<file path="src/rtl/core/lfu_pkg.sv">
// Package for the LFU key cache: controller state type, the command and status
// groups between controller and datapath, and the field widths. No dependencies.
package lfu_pkg;

    typedef enum logic [1:0] {
        ST_IDLE,
        ST_SCAN,
        ST_COMMIT
    } t_state;

    typedef struct packed {
        logic start;
        logic scan;
        logic commit;
    } t_cmd;

    typedef struct packed {
        logic scan_done;
        logic out_free;
    } t_status;

    localparam int unsigned KEY_W   = 32;
    localparam int unsigned VALUE_W = 32;
    localparam int unsigned COUNT_W = 32;
    localparam int unsigned STAMP_W = 32;

endpackage

</file>
<file path="src/rtl/core/lfu_ctrl.sv">
// Controller state machine for the LFU key cache: accept, scan, commit.
// Depends on lfu_pkg.
module lfu_ctrl
    import lfu_pkg::*;
(
    input  logic    i_clk,
    input  logic    i_rst_n,
    input  logic    i_in_valid,
    output logic    o_in_stall,
    input  t_status i_status,
    output t_cmd    o_cmd
);

    t_state r_state;
    t_state n_state;

    always_ff @(posedge i_clk) begin
        if (!i_rst_n) begin
            r_state <= ST_IDLE;
        end else begin
            r_state <= n_state;
        end
    end

    always_comb begin
        n_state = r_state;
        case (r_state)
            ST_IDLE: begin
                if (i_in_valid) begin
                    n_state = ST_SCAN;
                end
            end
            ST_SCAN: begin
                if (i_status.scan_done) begin
                    n_state = ST_COMMIT;
                end
            end
            ST_COMMIT: begin
                if (i_status.out_free) begin
                    n_state = ST_IDLE;
                end
            end
            default: begin
                n_state = ST_IDLE;
            end
        endcase
    end

    always_comb begin
        o_cmd      = '0;
        o_in_stall = 1'b1;
        case (r_state)
            ST_IDLE: begin
                o_in_stall   = 1'b0;
                o_cmd.start  = i_in_valid;
            end
            ST_SCAN: begin
                o_cmd.scan   = 1'b1;
            end
            ST_COMMIT: begin
                o_cmd.commit = i_status.out_free;
            end
            default: begin
                o_cmd      = '0;
                o_in_stall = 1'b1;
            end
        endcase
    end

endmodule

</file>
<file path="config.mk">
export PLATFORM = sky130hd
export DESIGN_NAME = lfu_ctrl
export DESIGN_NICKNAME = d
export VERILOG_FILES = /design/src/rtl/core/lfu_pkg.sv /design/src/rtl/core/lfu_ctrl.sv
export SDC_FILE = /design/constraint.sdc
export NUM_CORES = 1
export LEC_CHECK = 0
export BUFFER_PORTS_ARGS = -buffer_cell sky130_fd_sc_hd__buf_4
export CAP_MARGIN = 20
export CORE_AREA = 10 10 47 49
export CTS_BUF_LIST = sky130_fd_sc_hd__clkbuf_4 sky130_fd_sc_hd__clkbuf_8 sky130_fd_sc_hd__clkbuf_16
export DETAILED_ROUTE_END_ITERATION = 6
export DIE_AREA = 0 0 57 59
export SYNTH_ARGS = -nofsm -noshare
export SYNTH_HDL_FRONTEND = slang
export SYNTH_SLANG_ARGS = --single-unit
</file>
<file path="constraint.sdc">
create_clock -name i_clk -period 1.9 [get_ports i_clk]
set_input_delay 0.285 -clock i_clk [delete_from_list [all_inputs] [get_ports i_clk]]
set_output_delay 0.285 -clock i_clk [all_outputs]
set_load 0.05 [all_outputs]
</file>
==> results by group, run 1 <==
Critical path
  – Crit path required time: 1.62 ns
  – Worst Path Max Fanout: 5
  – CP top delay family: simple AND/OR/NAND/NOR gates
  – Setup crit start kind: flop
  – Critical Path End: o_cmd[2]
  – Crit path kind: reg -> out
  – Cell Chain, Critical Path: or2_1 -> nor2_1 -> buf_4
  – Reg-to-Reg End: r_state[1]
  – CP arrival: 1.08 ns
  – CP bufs+invs: 1
  – CP max stage delay: about 0.32 ns
  – Worst setup startpoint: r_state[1]
  – Crit-path slowest cell: dfxtp_1
  – RR Startpoint: r_state[0]
  – Critical Path Sink Type: output port
  – Worst R2R Setup Slack: 1.04 ns
  – Reg2Reg Depth: 2
  – Levels on crit path: 3

CTS
  – Cts hold-fix bufs: 0
  – TritonCTS Buffers: 3
  – Post_cts resized: 0
  – CTS tree: built
  – Worst-path clk slew: roughly 0.03 ns
  – Post-CTS Setup Bufs: 0
  – Worst-case clock buffer depth: 2
  – Clock Latency Late Sink: 0.22 ns
  – H-tree level count: 1
  – CTS sink count: 2
  – Root Driver: clkbuf_4

Finish
  – P&R area growth vs syn: 76.8%
  – Fill cells: 171
  – Nets@finish: 31
  – Post-layout util: 15.6%
  – Largest regs: r_state: 2 flops
  – Commonest non-fill, non-tap cell in the layout: buf_4
  – Area of the multi-input gates: 72.6 um^2
  – Most frequent cells in the layout: buf_4 (8), nand2b_1 (3), clkbuf_4 (3)
  – Fraction of layout cells with a size suffix above 1: 50.0%
  – # diodes: 0
  – Max reg flops: 2
  – Largest Register: r_state
  – Register Area: 40.0 um^2

Floorplan
  – FP Rows: 14
  – Die Ht: just under 60 um
  – Core ar.: approximately 1400 um^2
  – Die area: 3360 um^2
  – Die Wd: 57 um
  – Top Ports: 9
  – Starting density of the core: 8.84%

Placed design
  – Port bufs: 8
  – RD Place Congestion: 0.633

STA
  – RSZ-0062 raised after global routing: false
  – Final Hold Viols: 0
  – Tightest Pin Transition: between 0.1 and 0.15 ns
  – Fin crit share: 71.7%
  – Sum of negative setup slack: 0 ns
  – Max Clock Freq: 734 MHz
  – Min Tclk post-route: 1.36 ns
  – Skew final: 0.00273 ns
  – Count of final setup violators: 0
  – Max-slew headroom: about nine tenths
  – Final Max Slew Viols: 0

Global routing
  – Overall routing resource usage: 2.45%
  – Grt total ovfl: 0
  – Global-route wire length before repair: between 600 and 700 um
  – Vias in the first global route: 152
  – Initial antenna violation count: 0
  – Largest net degree at the start of global routing: 7

Power
  – Pint: between 100 and 150 uW
  – Switching share of power: 29.8%
  – Combinational share of power: 27.5%
  – VDD IR max: ~0.00032 V
  – Pwr Density: between 800 and 900 nW/um^2
  – LEAKAGE: 0.111 nW
  – Flop pwr share: between 20% and 30%
  – Sw Pwr: roughly 57 uW
  – Share of power burned in the clock network: 47.6%

Detailed routing
  – ANT nets after route: 0
  – Via density: about 3.2
  – DR DRC count: 0
  – Total Wirelength: 354 um
  – Routed WL per cell: 8.85 um
  – Vias post-DR: 129
  – DR iter-0 viols: 0
  – Total iterations of the first detailed-routing run: 1

Worst hold path
  – Type of the worst min-delay path: in -> reg

Logic synthesis
  – Syn_area_per_cell: between 8 and 9 um^2
  – Mapped Cells: 14
  – Mapped Area: 124 um^2
  – Post-Synth Simple-Gate Area: 47.5%
  – Adder-cell area share of the yosys netlist: 0%
  – XOR/XNOR Fraction of Synth Area: 0%
  – Seq cells post-synth: 2
  – Synth Net Count: 19
  – Largest family of logic cells by synthesized area: simple AND/OR/NAND/NOR gates
  – Post-synthesis sequential area ratio: 32.3%
  – Syn. warnings: 0
  – Synth unique cells: 11
  – Multiplexer share of the synthesized area: 0%
  – Post-synthesis compound-gate area fraction: 11.1%

Status
  – Status: complete, no violations

Run
  – Max_cap viols: 0
[layout make-up]
cell class                      count  share of cell area (%)
Multi-Input combinational cell     10                    33.1
Timing Repair Buffer                8                    27.4
Tap cell                           16                    9.14
Sequential cell                     2                    18.3
Inverter                            1                    1.71
Clock buffer                        3                    10.3
[kinds of logic (layout without fill, tap and decap cells)]
kind of cell	after synthesis	in the layout
buf+inv	2	12
simple gates	8	8
compound gates	2	2
flops	2	2
[per-layer routing]
metal / up-vias / GRT usage, % / routed length, um
li1: 68 / - / -
met1: 57 / 2.35 / 149
met2: 4 / 3.10 / 181
met3: 0 / 1.72 / 22
met4: 0 / 3.02 / 0
met5: - / 0 / 0
[worst register-to-register path: stages (launching register included)]
cell,delay (ns)
dfxtp_1,0.37
and4bb_1,0.20
a31o_1,0.17
[worst min-delay path by stage]
stage | from | endpoint | slack [ns] | depth (start not counted)
2_1_floorplan | i_rst_n | r_state[0] | 0.41 | 2
3_3_place_gp | r_state[0] | r_state[0] | 0.51 | 2
3_5_place_dp | r_state[0] | r_state[0] | 0.51 | 2
4_1_cts | i_status[1] | r_state[1] | 0.29 | 2
5_1_grt | i_status[1] | r_state[1] | 0.30 | 2
6_report | i_status[1] | r_state[1] | 0.30 | 2
[synthesized netlist by cell type]
cell	number	area (um^2)
nor2_1	1	3.75
a31o_1	1	8.76
nor2b_2	1	8.76
and4bb_1	1	12.5
a21oi_1	1	5.00
nand2b_1	3	18.8
and3b_1	1	8.76
buf_4	1	7.51
dfxtp_1	2	40.0
inv_1	1	3.75
or2_1	1	6.26
[power groups by stage]
| stage | sequential (mW) | combinational [mW] | clock (mW) |
|---|---|---|---|
| detailed placement | 0.0484 | 0.0539 | 0 |
| global route | 0.0486 | 0.0566 | 0.102 |
| finish | 0.0478 | 0.0530 | 0.0916 |
| CTS | 0.0480 | 0.0540 | 0.0982 |
| floorplan | 0.0477 | 0.0370 | 0 |
| global placement | 0.0485 | 0.0536 | 0 |
[per-stage QoR]
stage | instance area [um^2] | instances | setup WS [ns] | hold WS, ns | power [mW]
2_1_floorplan | 124 | 14 | 0.145 | 0.414 | 0.0847
3_3_place_gp | 196 | 37 | 0.762 | 0.511 | 0.102
3_5_place_dp | 196 | 37 | 0.753 | 0.511 | 0.102
4_1_cts | 219 | 40 | 0.517 | 0.292 | 0.200
5_1_grt | 219 | 40 | 0.468 | 0.300 | 0.207
6_report | 219 | 40 | 0.537 | 0.296 | 0.192
Note: power is estimated with default switching activity, not from simulation.
==> run 2, diff against run 1 <==
- clock period: 1.9 -> 1.3 ns (I/O delays scaled with it)
==> run 2 against run 1 <==
Compared with the run above:
- cell area up 9.1%
- total power increased by 56%
- final cell count did not move
- largest cell class unchanged
- clock-buffer cell count stayed put
==> results by group, run 2 (synthesis gave the netlist of run 1 again) <==
Detailed routing
  – DR iter-0 viols: 0 (unchanged)
  – Total iterations of the first detailed-routing run: 1 (unchanged)
  – Met2 WL: 137 um (was 181 um)
  – Vias post-DR: 120 (was 129)
  – Routed WL per cell: 9.58 um (was 8.85 um)
  – Via density: 3.00 (was 3.23)
  – Total Wirelength: 383 um (was 354 um)
  – Met1 Wirelength: 164 um (was 149 um)
  – WL met3: 82 um (was 22 um)
  – DR DRC count: 0 (unchanged)
  – ANT nets after route: 0 (unchanged)
  – Max layer used: met3 (unchanged)

Floorplan
  – Top Ports: 9 (unchanged)
  – Die area: 3360 um^2 (unchanged)
  – Die Wd: 57 um (unchanged)
  – FP Rows: 14 (unchanged)
  – Die Ht: 59 um (unchanged)
  – Core ar.: 1400 um^2 (unchanged)
  – Starting density of the core: 8.84% (unchanged)

Critical path
  – Worst R2R Setup Slack: 0.48 ns (was 1.04 ns)
  – Crit path required time: 1.11 ns (was 1.62 ns)
  – Crit-path slowest cell: dfxtp_2 (was dfxtp_1)
  – Crit path kind: reg -> out (unchanged)
  – Worst Path Max Fanout: 5 (unchanged)
  – Cell Chain, Critical Path: or2_4 -> nor2_4 -> buf_8 (was or2_1 -> nor2_1 -> buf_4)
  – CP top delay family: simple AND/OR/NAND/NOR gates (unchanged)
  – CP max stage delay: 0.32 ns (about the same)
  – RR Startpoint: r_state[0] (unchanged)
  – CP arrival: 1.05 ns (was 1.08 ns)
  – Reg2Reg Depth: 2 (unchanged)
  – Reg-to-Reg End: r_state[1] (unchanged)
  – Critical Path Sink Type: output port (unchanged)
  – CP bufs+invs: 1 (unchanged)
  – Setup crit start kind: flop (unchanged)

Finish
  – Nets@finish: 31 (unchanged)
  – Final cell count without fillers: 40 (unchanged)
  – P&R area growth vs syn: 92.9% (was 76.8%)
  – # diodes: 0 (unchanged)
  – Post-layout util: 17.1% (was 15.6%)
  – Fraction of layout cells with a size suffix above 1: 66.7% (was 50.0%)
  – Most frequent cells in the layout: buf_4 (7), nand2b_1 (3), clkbuf_4 (3) (was buf_4 (8), nand2b_1 (3), clkbuf_4 (3))
  – Largest Register: r_state (unchanged)
  – Max reg flops: 2 (unchanged)
  – Largest regs: r_state: 2 flops (unchanged)
  – Commonest non-fill, non-tap cell in the layout: buf_4 (unchanged)
  – Fin area: 239 um^2 (was 219 um^2)

CTS
  – Cts hold-fix bufs: 0 (unchanged)
  – CTS tree: built (unchanged)
  – Post-CTS Setup Bufs: 0 (unchanged)
  – TritonCTS Buffers: 3 (unchanged)
  – Root Driver: clkbuf_4 (unchanged)
  – H-tree level count: 1 (unchanged)
  – CTS sink count: 2 (unchanged)
  – Clock Latency Late Sink: 0.22 ns (about the same)
  – Worst-case clock buffer depth: 2 (unchanged)
  – Worst-path clk slew: 0.03 ns (about the same)

Power
  – LEAKAGE: 0.116 nW (was 0.111 nW)
  – Pwr Density: 1250 nW/um^2 (was 879 nW/um^2)
  – VDD IR max: 0.000283 V (was 0.000319 V)

Run
  – Max_cap viols: 0 (unchanged)

Global routing
  – Global-route wire length before repair: 669 um (was 621 um)
  – Initial antenna violation count: 0 (unchanged)
  – Largest net degree at the start of global routing: 7 (unchanged)
  – Overall routing resource usage: 2.98% (was 2.45%)
  – Vias in the first global route: 137 (was 152)
  – Grt total ovfl: 0 (unchanged)

STA
  – Tightest Pin Transition: 0.151 ns (was 0.143 ns)
  – Final Max Slew Viols: 0 (unchanged)
  – Min Tclk post-route: 1.24 ns
  – Final Hold Viols: 0 (unchanged)
  – Tightest hold margin: 0.212 ns (was 0.296 ns)
  – Setup ws final: 0.0562 ns (was 0.537 ns)
  – RSZ-0062 raised after global routing: true (was false)
  – Fin crit share: between 90 and 100%
  – Count of final setup violators: 0 (unchanged)
  – Max-slew headroom: 90.0% (was 90.5%)
  – Max Clock Freq: 804 MHz
  – Skew final: 0.00289 ns (was 0.00273 ns)

Worst hold path
  – Type of the worst min-delay path: in -> reg (unchanged)
  – HP Start: i_status[1] (unchanged)
  – Hold Path Depth: 2 (unchanged)
  – Hold EP: r_state[1] (unchanged)

Placed design
  – Setup WS pre-CTS: 0.153 ns (was 0.753 ns)
  – Placed Cells: 37 (unchanged)
  – DP Wirelength: 313 um
  – DP Area: 204 um^2 (was 196 um^2)
  – Port bufs: 8 (unchanged)
  – RD Place Congestion: 0.553 (was 0.633)

Status
  – Status: complete, no violations (unchanged)
-- run 2: power breakdown --
part	leakage, nW	switching, mW	internal [mW]
registers	0.0172	0.00426	0.0667
logic	0.0846	0.0518	0.0382
clock network	0.0138	0.0367	0.102
total	0.116	0.0927	0.207
-- run 2: layout make-up --
cell class	instances	area, um^2
Fill cell	164	1160
Multi-Input combinational cell	10	82.6
Timing Repair Buffer	8	67.6
Sequential cell	2	42.5
Clock buffer	3	22.5
Tap cell	16	20.0
Inverter	1	3.75
-- run 2: per-layer routing --
metal | vias to the layer above | GRT usage (%)
li1 | 68 | -
met1 | 45 | 2.72
met2 | 7 | 2.48
met3 | 0 | 4.51
met4 | 0 | 3.02
met5 | - | 0
-- run 2: how the worst max path moves through the flow --
stage | startpoint | to | slack [ns] | cells past startpoint
2_1_floorplan | r_state[1] | o_cmd[2] | 0.02 | 2
3_3_place_gp | r_state[1] | o_cmd[2] | 0.16 | 3
3_5_place_dp | r_state[1] | o_cmd[2] | 0.15 | 3
4_1_cts | r_state[1] | o_cmd[2] | 0.003 | 3
5_1_grt | r_state[1] | o_cmd[2] | -0.008 | 3
6_report | r_state[1] | o_cmd[2] | 0.06 | 3
-- run 2: timing repair --
action | 4_1_cts | 5_1_grt
endpoints found under the setup margin | 2 | 1
resized for setup | 3 | 2
pin swaps | 0 | 1
-- run 2: through the flow --
step / power (mW) / TNS, ns
floorplan: 0.129 / 0
global placement: 0.154 / 0
detailed placement: 0.155 / 0
CTS: 0.311 / 0
global route: 0.328 / -0.00763
finish: 0.300 / 0
==> run 3, diff against run 2 <==
- CTS_CLUSTER_SIZE: not set -> 16
- clock period: 1.3 -> 1.1 ns (I/O delays scaled with it)
==> run 3 against run 2 <==
Compared with the run above:
- cell area is 8.4% higher
- setup slack worse by 0.17 ns
- global-route usage is 0.31 points higher
- routed wire length increased by 11%
- core utilization rose by 1.4 points
- largest cell class unchanged
- non-clock buffer count is 1 higher
- sequential cell count is the same
- the run now ends with negative setup slack left
- hold slack got worse by 0.033 ns
- highest routed layer unchanged
- critical path type unchanged
- sequential power grew 19%
- total power increased by 21%
==> results by group, run 3 (synthesis gave the netlist of run 1 again) <==
CTS
  – Worst-case clock buffer depth: 2 (unchanged)
  – Root Driver: clkbuf_4 (unchanged)
  – CTS tree: built (unchanged)
  – Clock Latency Late Sink: 0.22 ns (about the same)
  – H-tree level count: 1 (unchanged)
  – CTS sink count: 2 (unchanged)
  – TritonCTS Buffers: 3 (unchanged)
  – Worst-path clk slew: 0.03 ns (about the same)

Placed design
  – Setup WS pre-CTS: 0.0668 ns (was 0.153 ns)
  – RD Place Congestion: 0.662 (was 0.553)
  – Port bufs: 8 (unchanged)

Worst hold path
  – Type of the worst min-delay path: in -> reg (unchanged)
  – Hold Path Depth: 2 (unchanged)

Finish
  – Nets@finish: 32 (was 31)
  – # diodes: 0 (unchanged)
  – P&R area growth vs syn: 109% (was 92.9%)
  – Most frequent cells in the layout: buf_4 (6), nand2b_1 (3), clkbuf_4 (3) (was buf_4 (7), nand2b_1 (3), clkbuf_4 (3))
  – Commonest non-fill, non-tap cell in the layout: buf_4 (unchanged)
  – Largest Register: r_state (unchanged)
  – Max reg flops: 2 (unchanged)
  – Fraction of layout cells with a size suffix above 1: 68.0% (was 66.7%)
  – Largest regs: r_state: 2 flops (unchanged)

Critical path
  – Crit-path slowest cell: dfxtp_2 (unchanged)
  – Crit path kind: reg -> out (unchanged)
  – Crit path required time: 0.94 ns (was 1.11 ns)
  – Critical Path Sink Type: output port (unchanged)
  – Reg-to-Reg End: r_state[1] (unchanged)
  – RR Startpoint: r_state[1] (was r_state[0])
  – Worst Path Max Fanout: 5 (unchanged)
  – CP arrival: 1.05 ns (about the same)
  – CP max stage delay: 0.32 ns (about the same)
  – Worst setup startpoint: r_state[1] (unchanged)
  – Critical Path End: o_cmd[2] (unchanged)
  – Setup crit start kind: flop (unchanged)
  – Reg2Reg Depth: 3 (was 2)
  – Worst R2R Setup Slack: 0.27 ns (was 0.48 ns)
  – Cell Chain, Critical Path: or2_4 -> nor2_4 -> buf_6 (was or2_4 -> nor2_4 -> buf_8)

STA
  – Final Hold Viols: 0 (unchanged)
  – Max-slew headroom: 90.2% (was 90.0%)
  – Fin crit share: 110%
  – Skew final: 0.0000394 ns (was 0.00289 ns)
  – RSZ-0062 raised after global routing: true (unchanged)
  – Max Clock Freq: 826 MHz
  – Min Tclk post-route: 1.21 ns
  – Tightest Pin Transition: 0.148 ns (was 0.151 ns)
  – Count of final setup violators: 4 (was 0)
  – Setup ws final: -0.110 ns (was 0.0562 ns)
  – Final Max Slew Viols: 0 (unchanged)

Status
  – Failing checks: negative setup slack
  – Status: finished, violations left (was complete, no violations)

Detailed routing
  – Total Wirelength: 425 um (was 383 um)
  – Routed WL per cell: 10.4 um (was 9.58 um)
  – DR DRC count: 0 (unchanged)
  – DR iter-0 viols: 0 (unchanged)
  – Vias post-DR: 141 (was 120)
  – Via density: 3.44 (was 3.00)
  – ANT nets after route: 0 (unchanged)
  – Total iterations of the first detailed-routing run: 1 (unchanged)

Floorplan
  – Die area: 3360 um^2 (unchanged)
  – FP Rows: 14 (unchanged)
  – Top Ports: 9 (unchanged)
  – Starting density of the core: 8.84% (unchanged)
  – Die Wd: 57 um (unchanged)
  – Core ar.: 1400 um^2 (unchanged)
  – Die Ht: 59 um (unchanged)

Run
  – Max_cap viols: 0 (unchanged)

Power
  – VDD IR max: 0.000247 V (was 0.000283 V)
  – Pwr Density: 1390 nW/um^2 (was 1250 nW/um^2)
  – LEAKAGE: 0.125 nW (was 0.116 nW)
  – Total power draw: 361 uW (was 300 uW)

Global routing
  – Vias in the first global route: 163 (was 137)
  – Global-route wire length before repair: 717 um (was 669 um)
  – Overall routing resource usage: 3.29% (was 2.98%)
  – Initial antenna violation count: 0 (unchanged)
  – Largest net degree at the start of global routing: 7 (unchanged)
  – Grt total ovfl: 0 (unchanged)
==> run 3: cell count changes in the layout (fill, tap and decap cells not counted), sizes merged <==
cell / before / now
buf: 8 / 9
==> run 3: what timing repair did <==
| item | in CTS | in global routing |
|---|---|---|
| endpoints found under the setup margin | 4 | 4 |
| endpoints found under the hold margin | 0 | 0 |
| pin swaps | 2 | 0 |
| hold buffers | 0 | 0 |
| setup buffers | 1 | 0 |
| gates resized for setup | 5 | 1 |
==> run 3: worst min-delay path by stage <==
stage	start	endpoint	slack, ns
after floorplan	i_rst_n	r_state[0]	0.29
final	i_status[1]	r_state[1]	0.18
after global routing	i_status[1]	r_state[1]	0.18
after detailed placement	i_status[1]	r_state[1]	0.41
after global placement	i_status[1]	r_state[1]	0.41
after CTS	i_status[1]	r_state[1]	0.17
==> run 3: area by class of cell <==
class / count / area (um^2)
clock buffer: 3 / 22.5
fill: 171 / 1140
inverter: 1 / 3.75
multi-input combinational: 10 / 87.6
sequential: 2 / 42.5
tap: 16 / 20.0
timing repair buffer: 9 / 82.6
==> run 3: critical path: cells and delay by family (launching register included) <==
family / cells / cell delay, ns
buf+inv: 1 / 0.16
flops: 1 / 0.32
simple gates: 2 / 0.34
==> run 3: layer usage <==
layer | track usage, % | vias up | share of wire [%]
li1 | - | 69 | -
met1 | 1.90 | 63 | 30
met2 | 4.50 | 9 | 50
met3 | 3.43 | 0 | 19
met4 | 5.03 | 0 | 0
met5 | 0 | - | 0
==> run 3: power by group <==
group	internal (mW)	leakage, nW	switching (mW)
clock network	0.120	0.0138	0.0423
registers	0.0788	0.0172	0.00549
logic	0.0512	0.0935	0.0627
total	0.250	0.125	0.110
==> run 3: per-stage QoR <==
step / setup TNS [ns] / std cells / hold slack (ns) / instance area [um^2] / util, %
after global placement: 0 / 37 / 0.409 / 208 / 14.8
after CTS: -0.247 / 41 / 0.171 / 255 / 18.2
final: -0.213 / 41 / 0.179 / 259 / 18.5
after global routing: -0.404 / 41 / 0.182 / 259 / 18.5
after detailed placement: 0 / 37 / 0.409 / 208 / 14.8
after floorplan: -0.0130 / 14 / 0.287 / 135 / -
